<file path="config.mk">
export PLATFORM = sky130hd
export DESIGN_NAME = pixel_frame_code_decoder
export DESIGN_NICKNAME = d
export VERILOG_FILES = /design/src/pfcd_pkg.sv /design/src/pfcd_tracker.sv /design/src/pfcd_checker.sv /design/src/pixel_frame_code_decoder.sv
export VERILOG_INCLUDE_DIRS = /design/src /design/src/src
export SDC_FILE = /design/constraint.sdc
export NUM_CORES = 1
export LEC_CHECK = 0
export BUFFER_PORTS_ARGS = -buffer_cell sky130_fd_sc_hd__buf_2
export CAP_MARGIN = 20
export CORE_MARGIN = 2
export CORE_UTILIZATION = 61
export CTS_CLUSTER_DIAMETER = 100
export DETAILED_ROUTE_END_ITERATION = 10
export PLACE_DENSITY_LB_ADDON = 0.1
export SLEW_MARGIN = 15
export SYNTH_ARGS = -nofsm -noshare
export SYNTH_HDL_FRONTEND = slang
export SYNTH_SLANG_ARGS = --single-unit
</file>
<file path="constraint.sdc">
create_clock -name clock -period 6.4 [get_ports clock]
set_clock_uncertainty 0.1 [all_clocks]
set_input_delay 0.96 -clock clock [delete_from_list [all_inputs] [get_ports clock]]
set_output_delay 0.96 -clock clock [all_outputs]
set_load 0.02 [all_outputs]
</file>
<file path="src/pixel_frame_code_decoder_assert.svh">
// Assertion macros shared by the frame code decoder modules.
// No dependencies; each using module includes this file after its ports.
`ifndef PIXEL_FRAME_CODE_DECODER_ASSERT_SVH
`define PIXEL_FRAME_CODE_DECODER_ASSERT_SVH

// The condition holds at every clock edge outside reset.
`define PFCD_ASSERT_HOLDS(label, clk, rst, cond) \
   label: assert property (@(posedge clk) disable iff (rst) (cond)) \
      else $error("frame code decoder: invariant violated");

// When the first condition holds, the second holds in the cycle after.
`define PFCD_ASSERT_NEXT(label, clk, rst, ante, cons) \
   label: assert property (@(posedge clk) disable iff (rst) (ante) |=> (cons)) \
      else $error("frame code decoder: sequence violated");

`endif

</file>
<file path="src/pfcd_pkg.sv">
// Shared types and constants of the pixel frame code decoder.
// No dependencies; imported by every module of the block.
package pfcd_pkg;

   localparam int CFG_DATA_BITS = 12;
   localparam int CODE_BITS     = 24;
   localparam int VALUE_BITS    = 16;

   localparam int CODE_ROW   = 12;
   localparam int CODE_COL   = 12;
   localparam int MIN_WIDTH  = 248;
   localparam int MIN_HEIGHT = 16;
   localparam int WIDTH_RESET  = 1920;
   localparam int HEIGHT_RESET = 1080;

   localparam logic [3:0] PHASE_LAST = 4'd9;
   localparam logic [4:0] CELL_COUNT = 5'd24;
   localparam logic [9:0] BIT_LEVEL  = 10'd384;
   localparam logic [3:0] PREAMBLE   = 4'b1010;

   typedef enum logic [0:0] {
      CFG_FRAME_WIDTH  = 1'b0,
      CFG_FRAME_HEIGHT = 1'b1
   } cfg_reg_type;

   typedef enum logic [1:0] {
      STATUS_OK       = 2'd0,
      STATUS_SMALL    = 2'd1,
      STATUS_PREAMBLE = 2'd2,
      STATUS_PARITY   = 2'd3
   } status_type;

   typedef struct packed {
      logic                  too_small;
      logic [CODE_BITS-1:0]  code_bits;
   } frame_event_type;

endpackage

</file>
<file path="src/pfcd_tracker.sv">
// Pixel position tracking, cell sampling and frame end capture.
// Depends on pfcd_pkg and the assertion macro header.
module pfcd_tracker import pfcd_pkg::*; #(
   parameter int COORD_BITS = 12
) (
   input  logic                     clock,
   input  logic                     reset,
   input  logic                     csr_we,
   input  logic [0:0]               csr_index,
   input  logic [CFG_DATA_BITS-1:0] csr_wdata,
   input  logic                     pix_valid,
   output logic                     pix_ready,
   input  logic [7:0]               red,
   input  logic [7:0]               green,
   input  logic [7:0]               blue,
   input  logic                     start_of_frame,
   output logic                     ev_valid,
   output frame_event_type          ev_data,
   input  logic                     ev_take
);

   `include "pixel_frame_code_decoder_assert.svh"

   logic [COORD_BITS-1:0] width_ff, width_in, height_ff, height_in;
   logic [COORD_BITS-1:0] col_ff, col_in, row_ff, row_in;
   logic [CODE_BITS-1:0]  code_ff, code_in;
   logic [3:0]            phase_ff, phase_in;
   logic [4:0]            idx_ff, idx_in;
   logic                  ev_valid_ff, ev_valid_in;
   frame_event_type       ev_data_ff, ev_data_in;

   logic                  accept, in_code, take_cell, sample_bit, frame_end;
   logic [9:0]            sum;
   logic [COORD_BITS-1:0] col_c, row_c, last_col, last_row;
   logic [CODE_BITS-1:0]  code_c, code_n;
   logic [3:0]            phase_c, phase_n;
   logic [4:0]            idx_c, idx_n;

   assign pix_ready = !ev_valid_ff || ev_take;
   assign accept    = pix_valid && pix_ready;

   always_comb begin
      width_in  = width_ff;
      height_in = height_ff;
      if (csr_we) begin
         if (csr_index == CFG_FRAME_WIDTH) begin
            width_in = COORD_BITS'(csr_wdata);
         end else begin
            height_in = COORD_BITS'(csr_wdata);
         end
      end
   end

   always_comb begin
      sum        = 10'(red) + 10'(green) + 10'(blue);
      sample_bit = (sum >= BIT_LEVEL);
      col_c      = start_of_frame ? '0 : col_ff;
      row_c      = start_of_frame ? '0 : row_ff;
      code_c     = start_of_frame ? '0 : code_ff;
      phase_c    = start_of_frame ? '0 : phase_ff;
      idx_c      = start_of_frame ? '0 : idx_ff;
      last_col   = width_ff - COORD_BITS'(1);
      last_row   = height_ff - COORD_BITS'(1);

      in_code    = (row_c == COORD_BITS'(CODE_ROW)) && (col_c >= COORD_BITS'(CODE_COL));
      take_cell  = in_code && (phase_c == 4'd0) && (idx_c < CELL_COUNT);
      code_n     = take_cell ? {code_c[CODE_BITS-2:0], sample_bit} : code_c;
      idx_n      = take_cell ? idx_c + 5'd1 : idx_c;
      phase_n    = phase_c;
      if (in_code) begin
         phase_n = (phase_c == PHASE_LAST) ? 4'd0 : phase_c + 4'd1;
      end

      frame_end = 1'b0;
      col_in    = col_c + COORD_BITS'(1);
      row_in    = row_c;
      code_in   = code_n;
      phase_in  = phase_n;
      idx_in    = idx_n;
      if (col_c == last_col) begin
         col_in   = '0;
         phase_in = '0;
         idx_in   = '0;
         if (row_c == last_row) begin
            frame_end = 1'b1;
            row_in    = '0;
            code_in   = '0;
         end else begin
            row_in = row_c + COORD_BITS'(1);
         end
      end

      ev_data_in.too_small = (width_ff < COORD_BITS'(MIN_WIDTH)) ||
                             (height_ff < COORD_BITS'(MIN_HEIGHT));
      ev_data_in.code_bits = code_n;
      ev_valid_in = (ev_valid_ff && !ev_take) || (accept && frame_end);
   end

   always_ff @(posedge clock) begin
      if (reset) begin
         width_ff    <= COORD_BITS'(WIDTH_RESET);
         height_ff   <= COORD_BITS'(HEIGHT_RESET);
         col_ff      <= '0;
         row_ff      <= '0;
         code_ff     <= '0;
         phase_ff    <= '0;
         idx_ff      <= '0;
         ev_valid_ff <= 1'b0;
      end else begin
         width_ff    <= width_in;
         height_ff   <= height_in;
         ev_valid_ff <= ev_valid_in;
         if (accept) begin
            col_ff   <= col_in;
            row_ff   <= row_in;
            code_ff  <= code_in;
            phase_ff <= phase_in;
            idx_ff   <= idx_in;
         end
      end
   end

   always_ff @(posedge clock) begin
      if (accept && frame_end) begin
         ev_data_ff <= ev_data_in;
      end
   end

   assign ev_valid = ev_valid_ff;
   assign ev_data  = ev_data_ff;

   `PFCD_ASSERT_HOLDS(a_idx_range, clock, reset, idx_ff <= CELL_COUNT)
   `PFCD_ASSERT_HOLDS(a_phase_range, clock, reset, phase_ff <= PHASE_LAST)
   `PFCD_ASSERT_NEXT(a_frame_end_clears, clock, reset, accept && frame_end,
      col_ff == '0 && row_ff == '0 && code_ff == '0 && ev_valid_ff)

endmodule

</file>
<file path="src/pfcd_checker.sv">
// Code checks and the registered result stage of the frame code decoder.
// Depends on pfcd_pkg and the assertion macro header.
module pfcd_checker import pfcd_pkg::*; (
   input  logic                  clock,
   input  logic                  reset,
   input  logic                  ev_valid,
   input  frame_event_type       ev_data,
   output logic                  ev_take,
   output logic                  rsp_valid,
   input  logic                  rsp_ready,
   output logic [1:0]            status,
   output logic                  code_valid,
   output logic [VALUE_BITS-1:0] frame_value
);

   `include "pixel_frame_code_decoder_assert.svh"

   logic                  rsp_valid_ff, rsp_valid_in;
   status_type            status_ff, status_in;
   logic [VALUE_BITS-1:0] value_ff, value_in;
   logic [VALUE_BITS-1:0] v;
   logic [3:0]            parity_bad;

   assign ev_take = ev_valid && (!rsp_valid_ff || rsp_ready);

   always_comb begin
      v = ev_data.code_bits[VALUE_BITS+3:4];
      for (int g = 0; g < 4; g++) begin
         parity_bad[g] = v[15-g] ^ v[11-g] ^ v[7-g] ^ v[3-g] ^ ev_data.code_bits[3-g];
      end
      status_in = STATUS_OK;
      value_in  = '0;
      if (ev_data.too_small) begin
         status_in = STATUS_SMALL;
      end else if (ev_data.code_bits[CODE_BITS-1:CODE_BITS-4] != PREAMBLE) begin
         status_in = STATUS_PREAMBLE;
      end else if (parity_bad != 4'b0000) begin
         status_in = STATUS_PARITY;
      end else begin
         value_in = v;
      end
      rsp_valid_in = ev_take || (rsp_valid_ff && !rsp_ready);
   end

   always_ff @(posedge clock) begin
      if (reset) begin
         rsp_valid_ff <= 1'b0;
      end else begin
         rsp_valid_ff <= rsp_valid_in;
      end
   end

   always_ff @(posedge clock) begin
      if (ev_take) begin
         status_ff <= status_in;
         value_ff  <= value_in;
      end
   end

   assign rsp_valid   = rsp_valid_ff;
   assign status      = status_ff;
   assign code_valid  = (status_ff == STATUS_OK);
   assign frame_value = value_ff;

   `PFCD_ASSERT_NEXT(a_take_loads, clock, reset, ev_take, rsp_valid_ff)
   `PFCD_ASSERT_HOLDS(a_zero_on_fail, clock, reset,
      !rsp_valid_ff || status_ff == STATUS_OK || value_ff == '0)
   `PFCD_ASSERT_HOLDS(a_take_needs_room, clock, reset,
      !ev_take || !rsp_valid_ff || rsp_ready)

endmodule

</file>
<file path="src/pixel_frame_code_decoder.sv">
// Top level of the pixel frame code decoder.
// Depends on pfcd_pkg, pfcd_tracker and pfcd_checker.
//
// The block takes one pixel item per clock in raster order and returns one result item per
// frame once the last pixel is accepted: the sampling and position counters update as a
// pixel is taken, the frame code is captured in an event register and checked once the
// output register has room, and the result waits in that output register. A pixel is held
// back only while both the captured frame code and the previous result are still waiting
// to be taken, so a stalled result costs nothing until the next frame ends.
module pixel_frame_code_decoder import pfcd_pkg::*; #(
   parameter int COORD_BITS = 12
) (
   input  logic                     clock,
   input  logic                     reset,
   input  logic                     csr_we,
   input  logic [0:0]               csr_index,
   input  logic [CFG_DATA_BITS-1:0] csr_wdata,
   input  logic                     req_tvalid,
   output logic                     req_tready,
   input  logic [23:0]              req_tdata,   // red, green, blue
   input  logic                     req_tuser,   // start_of_frame
   output logic                     rsp_tvalid,
   input  logic                     rsp_tready,
   output logic [15:0]              rsp_tdata,   // frame_value
   output logic [2:0]               rsp_tuser    // status, code_valid
);

   logic            ev_valid, ev_take;
   frame_event_type ev_data;
   logic [1:0]      status;
   logic            code_valid;

   pfcd_tracker #(
      .COORD_BITS (COORD_BITS)
   ) u_tracker (
      .clock          (clock),
      .reset          (reset),
      .csr_we         (csr_we),
      .csr_index      (csr_index),
      .csr_wdata      (csr_wdata),
      .pix_valid      (req_tvalid),
      .pix_ready      (req_tready),
      .red            (req_tdata[7:0]),
      .green          (req_tdata[15:8]),
      .blue           (req_tdata[23:16]),
      .start_of_frame (req_tuser),
      .ev_valid       (ev_valid),
      .ev_data        (ev_data),
      .ev_take        (ev_take)
   );

   pfcd_checker u_checker (
      .clock       (clock),
      .reset       (reset),
      .ev_valid    (ev_valid),
      .ev_data     (ev_data),
      .ev_take     (ev_take),
      .rsp_valid   (rsp_tvalid),
      .rsp_ready   (rsp_tready),
      .status      (status),
      .code_valid  (code_valid),
      .frame_value (rsp_tdata)
   );

   assign rsp_tuser = {code_valid, status};

endmodule
</file>
After elaboration in Yosys (flattened, before gate mapping)
Cells that the tools add are included.
{"block": "totals", "ff_bits": 126, "in_bits": 43}
{"block": "op_classes", "n_addsub": 8, "n_lt_le_gt_ge": 5, "n_eq_ne": 5, "muxes": 20, "n_bitwise": 17, "reduce_logical": 23}
{"op": "two-way mux 24 bit", "count": 4}
{"op": "two-way mux 12 bit", "count": 5}
{"op": "adder 12 x 1 -> 12 bit, second input constant", "count": 2}
{"op": "== test 12 bit", "count": 2}
{"op": "subtractor 12 x 1 -> 12 bit, second input constant", "count": 2}
{"op": "two-way mux 4 bit", "count": 4}
{"op": "bitwise XOR 1 bit", "count": 16}
{"op": "two-way mux 5 bit", "count": 3}
{"op": "== test 12 x 4 -> 1 bit, second input constant", "count": 1}
{"op": "greater-or-equal comparator 12 x 4 -> 1 bit, second input constant", "count": 1}
{"op": "less-than comparator 12 x 5 -> 1 bit, second input constant", "count": 1}
{"op": "less-than comparator 12 x 8 -> 1 bit, second input constant", "count": 1}
{"op": "adder 10 x 8 -> 10 bit", "count": 1}
{"op": "greater-or-equal comparator 10 x 9 -> 1 bit, second input constant", "count": 1}
{"op": "adder 8 x 8 -> 9 bit", "count": 1}
{"op": "logical AND 1 bit", "count": 8}
{"op": "adder 5 x 1 -> 5 bit, second input constant", "count": 1}
{"op": "logical OR 1 bit", "count": 5}
{"op": "less-than comparator 5 bit, second input constant", "count": 1}
{"op": "adder 4 x 1 -> 4 bit, second input constant", "count": 1}
{"op": "== test 4 bit, second input constant", "count": 1}
{"op": "zero test 1 bit", "count": 4}
{"op": "zero test 4 bit", "count": 1}
{"op": "two-way mux 2 bit", "count": 2}
{"op": "other kinds (7)", "count": 9}

Longest topological paths before layout
{"block": "logic_depth", "ltp_word": 8, "ltp_mapped": 16, "mapped_depth_nobuf": 16}

By module
From an unflattened synthesis, not the netlist that was laid out.
{"block": "unflattened", "cells_unflattened": 816, "area_unflattened_um2": 7603.5}
{"mod": "pfcd_tracker", "instances": 1, "cells_per_inst": 752, "area_per_inst_um2": 6550.0}
{"mod": "pfcd_checker", "instances": 1, "cells_per_inst": 63, "area_per_inst_um2": 1046.0}
{"mod": "pixel_frame_code_decoder", "instances": 1, "cells_per_inst": 1, "area_per_inst_um2": 7.5}

Worst setup path after synthesis
No wires, ideal clock.
{"block": "synth_path", "path_kind": "input to register", "startpoint": "in req_tuser", "endpoint": "reg u_tracker.ev_data_ff (netlist bit u_tracker.ev_data[0]), enable pin", "setup_ps": 438, "t_arrival_ps": 4574, "t_required_ps": 5862, "slack_ps": 1287, "stages": 8, "cell_sequence": "buf_6 > or2b_2 > xnor3_1 > a311oi_1 > nand4_1 > or4_1 > buf_6 > nor3_1"}
{"block": "synth_between", "elab_chain_len": 5}
{"element": "from (decl)", "line": "pixel_frame_code_decoder.sv:21", "rtl": "input logic req_tuser,"}
{"element": "two-way mux 12 bit", "line": "pfcd_tracker.sv:58", "rtl": "row_c = start_of_frame ? '0 : row_ff;"}
{"element": "== test 12 bit", "line": "pfcd_tracker.sv:84", "rtl": "if (row_c == last_row) begin"}
{"element": "two-way mux 1 bit", "line": "pfcd_tracker.sv:84"}
{"element": "two-way mux 1 bit *", "line": "pfcd_tracker.sv:80", "rtl": "if (col_c == last_col) begin"}
{"element": "logical AND 1 bit *", "line": "pfcd_tracker.sv:124", "rtl": "if (accept && frame_end) begin"}
{"element": "to (signal assigned)", "line": "pfcd_tracker.sv:125", "rtl": "ev_data_ff <= ev_data_in;"}
{"element": "to (decl)", "line": "pfcd_tracker.sv:30", "rtl": "frame_event_type ev_data_ff, ev_data_in;"}
Every way passes the cells marked *; elsewhere a longest branch is shown, timed or not.
A chain may end at the register's enable or synchronous reset.

Final worst setup path
{"block": "layout_path", "startpoint": "in req_tuser", "endpoint": "reg u_tracker.row_ff[11]"}
{"block": "layout_between", "elab_chain_len": 4}
{"element": "two-way mux 12 bit", "line": "pfcd_tracker.sv:58"}
{"element": "adder 12 x 1 -> 12 bit / == test 12 bit (equally long branches)", "line": "pfcd_tracker.sv:89, pfcd_tracker.sv:84"}
{"element": "two-way mux 12 bit", "line": "pfcd_tracker.sv:84"}
{"element": "two-way mux 12 bit *", "line": "pfcd_tracker.sv:80"}
{"element": "to (signal assigned)", "line": "pfcd_tracker.sv:115", "rtl": "row_ff <= row_in;"}
{"element": "to (decl)", "line": "pfcd_tracker.sv:25", "rtl": "logic [COORD_BITS-1:0] col_ff, col_in, row_ff, row_in;"}
Marked as above.

==> summary.txt <==
status -> completed
Ys Warns -> 0
Final Hold Fails -> 0
internal cell power -> 0.00152 W
Vias -> 6531
count of pins over their slew limit -> 0
pwr/cell area -> 235 nW/um^2
number of buffers added on ports -> 63
All-Layer GR Usage -> 0.268
clock network power share -> 0.481
CTS Buf Count -> 17
Die W -> 116 microns
Comb pwr share -> 0.100
crit start category -> primary input
worst-margin pin slew -> 0.974 ns
Syn Std Cell Area -> 7660 sq um
buffers from clock root to sink, at most -> 2
Clock Pin Slew Worst Setup and Hold Paths -> 0.06 ns
Post-DP HPWL -> 11900 microns
clock latency at the later pin of the worst-skew pair -> 0.42 ns
CTS Sinks -> 126
Final ANT Viol Nets -> 0
Critical Path AT -> 4.40 ns
critical path capture point type -> flip-flop
Rows -> 40
remaining routing DRC violations -> 0
CP Class -> primary input to flip-flop
Seq/Total Area, Yosys -> 0.386
Peak VDD IR -> 0.136 mV
Pre-antenna DRT Iters -> 6
vias in the first global route -> 6127
Via density -> 6.00
Hold WS -> 0.361 ns
Root Buffer -> clkbuf_16
ys flop type -> dfxtp_1
FMAX -> 238 MHz
P_sw -> 0.000495 W
post-CTS setup buffers -> 0
Die Footprint -> 13500 sq um
# Max-Cap Violations -> 0
total grt overflow -> 0
Mapped Nets -> 940
CP Max Fanout -> 40
DR iter-0 viols -> 583
Seq cells post-synth -> 126
switching share of total power -> 0.246
Core Area -> 12100 sq um
PostCTS Resize Cnt -> 0
pre-CTS setup slack -> 1.75 ns
Layout Cells excl Fill -> 1088
Placer Congestion -> 0.877
area grow syn2layout -> 12.1%
Worst EP required -> 6.61 ns
CTS tree -> done
Slew HR -> 0.351
Die H -> 116 microns
final worst-path setup slack -> 2.20 ns
sequential share of power -> 0.419
Initial Utilization -> 0.632
synthesized area per cell -> 8.82 sq um
period utilization -> 0.656
Post-synth EDFFs -> 43
Inserted Diodes -> 0
largest net degree at the start of global routing -> 76
H-tree Lvls -> 4
unrepaired setup endpoints after global routing -> no
Leakage -> 3.16 nW
Syn Inst Count -> 868
Synth async-reset ratio -> 0
TNS Setup -> 0 ns
most frequent cells in the layout -> 123 x nand2_1, 83 x dfxtp_1, 73 x a21oi_1
nets -> 979
placed cell count -> 1055
layout cell share with drive strength beyond 1 -> 0.141
library cells used by synthesis -> 79
Layout Utilization -> 0.709
hold_buf cts -> 0
I/O pin total -> 64
post-route minimum period -> 4.20 ns
initial antenna violation count -> 0
Setup-failing EPs final -> 0
Hold WC Path Type -> flip-flop to flip-flop
commonest non-fill, non-tap cell in the layout -> nand2_1
Routed WL per cell -> 15.9 microns
first-pass GRT wire length -> 28800 microns
final wirelength -> 17300 microns
## registers in the layout, summed over array words and instances (netlist names)
name	flops
u_tracker.ev_data	25
u_checker.frame_value	16
u_tracker.ev_valid	1
u_tracker.idx_ff	5
u_tracker.code_ff	24
u_checker.status	2
u_tracker.col_ff	12
u_tracker.row_ff	12
u_tracker.height_ff	12
u_checker.rsp_valid	1
u_tracker.phase_ff	4
u_tracker.width_ff	12
## power groups by stage
stage	Sequential (W)	Clock (W)	Combinational, W
after floorplan	0.000856	0	0.000153
after global placement	0.000861	0	0.000187
after detailed placement	0.000862	0	0.000197
after CTS	0.000845	0.000977	0.000198
after global routing	0.000846	0.00101	0.000224
final	0.000845	0.000969	0.000201
## Yosys cell counts (22+ instances only)
master | n | share of area
nand2_1 | 124 | 0.061
dfxtp_1 | 83 | 0.22
a21oi_1 | 73 | 0.048
nor2_1 | 56 | 0.027
edfxtp_1 | 43 | 0.17
xnor2_1 | 39 | 0.045
o21ai_0 | 33 | 0.022
clkbuf_1 | 31 | 0.015
mux2i_1 | 31 | 0.041
ha_1 | 27 | 0.044
inv_1 | 26 | 0.013
or4_1 | 26 | 0.025
nor2b_1 | 23 | 0.019
nand3_1 | 22 | 0.014
## cell families after synthesis
logic type | after synthesis | synth area share
simple gates | 369 | 0.258
xor+xnor | 53 | 0.0642
flops | 126 | 0.386
buf+inv | 81 | 0.0519
fa+ha+maj | 29 | 0.0493
compound gates | 174 | 0.142
mux | 36 | 0.0484
## path summary, 6_finish.rpt
check | cells after the start | slack (ns) | endpoint | start
setup / recovery | 11 | 2.20 | u_tracker.row_ff[11] | req_tuser
hold / removal | 2 | 0.36 | u_tracker.phase_ff[0] | u_tracker.phase_ff[0]
setup reg to reg | 11 | 2.40 | u_tracker.row_ff[11] | u_tracker.width_ff[0]
hold reg to reg | 2 | 0.36 | u_tracker.phase_ff[0] | u_tracker.phase_ff[0]
## critical path, cell delays in order
cell and delay, ns:
buf_2 0.43, buf_4 0.45, nor2b_1 0.19, xnor2_1 0.22, mux2i_1 0.09, a31o_2 0.27, nor4_4 0.21, buf_4 0.25
and4_1 0.86, o41ai_1 0.18, mux2_4 0.29
## metal layers
metal	wire length (microns)	share of wire	GRT usage
met5	0	0	0
met1	7790	0.45	0.361
met2	8160	0.47	0.430
met3	1180	0.068	0.0565
met4	205	0.012	0.0960
## metrics by stage
stage | instance area, sq um | total power [W]
4_1_cts | 8560 | 0.00202
3_3_place_gp | 7970 | 0.00105
6_report | 8590 | 0.00202
2_1_floorplan | 7660 | 0.00101
3_5_place_dp | 7970 | 0.00106
5_1_grt | 8590 | 0.00208
## final cells by class
class / instances / area (sq um)
Fill cell: 949 / 3530
Timing Repair Buffer: 73 / 403
Clock inverter: 15 / 169
Clock buffer: 17 / 425
Sequential cell: 126 / 2950
Tap cell: 168 / 210
Inverter: 28 / 105
Multi-Input combinational cell: 661 / 4320
No activity file was read; power rests on OpenSTA's default activity.
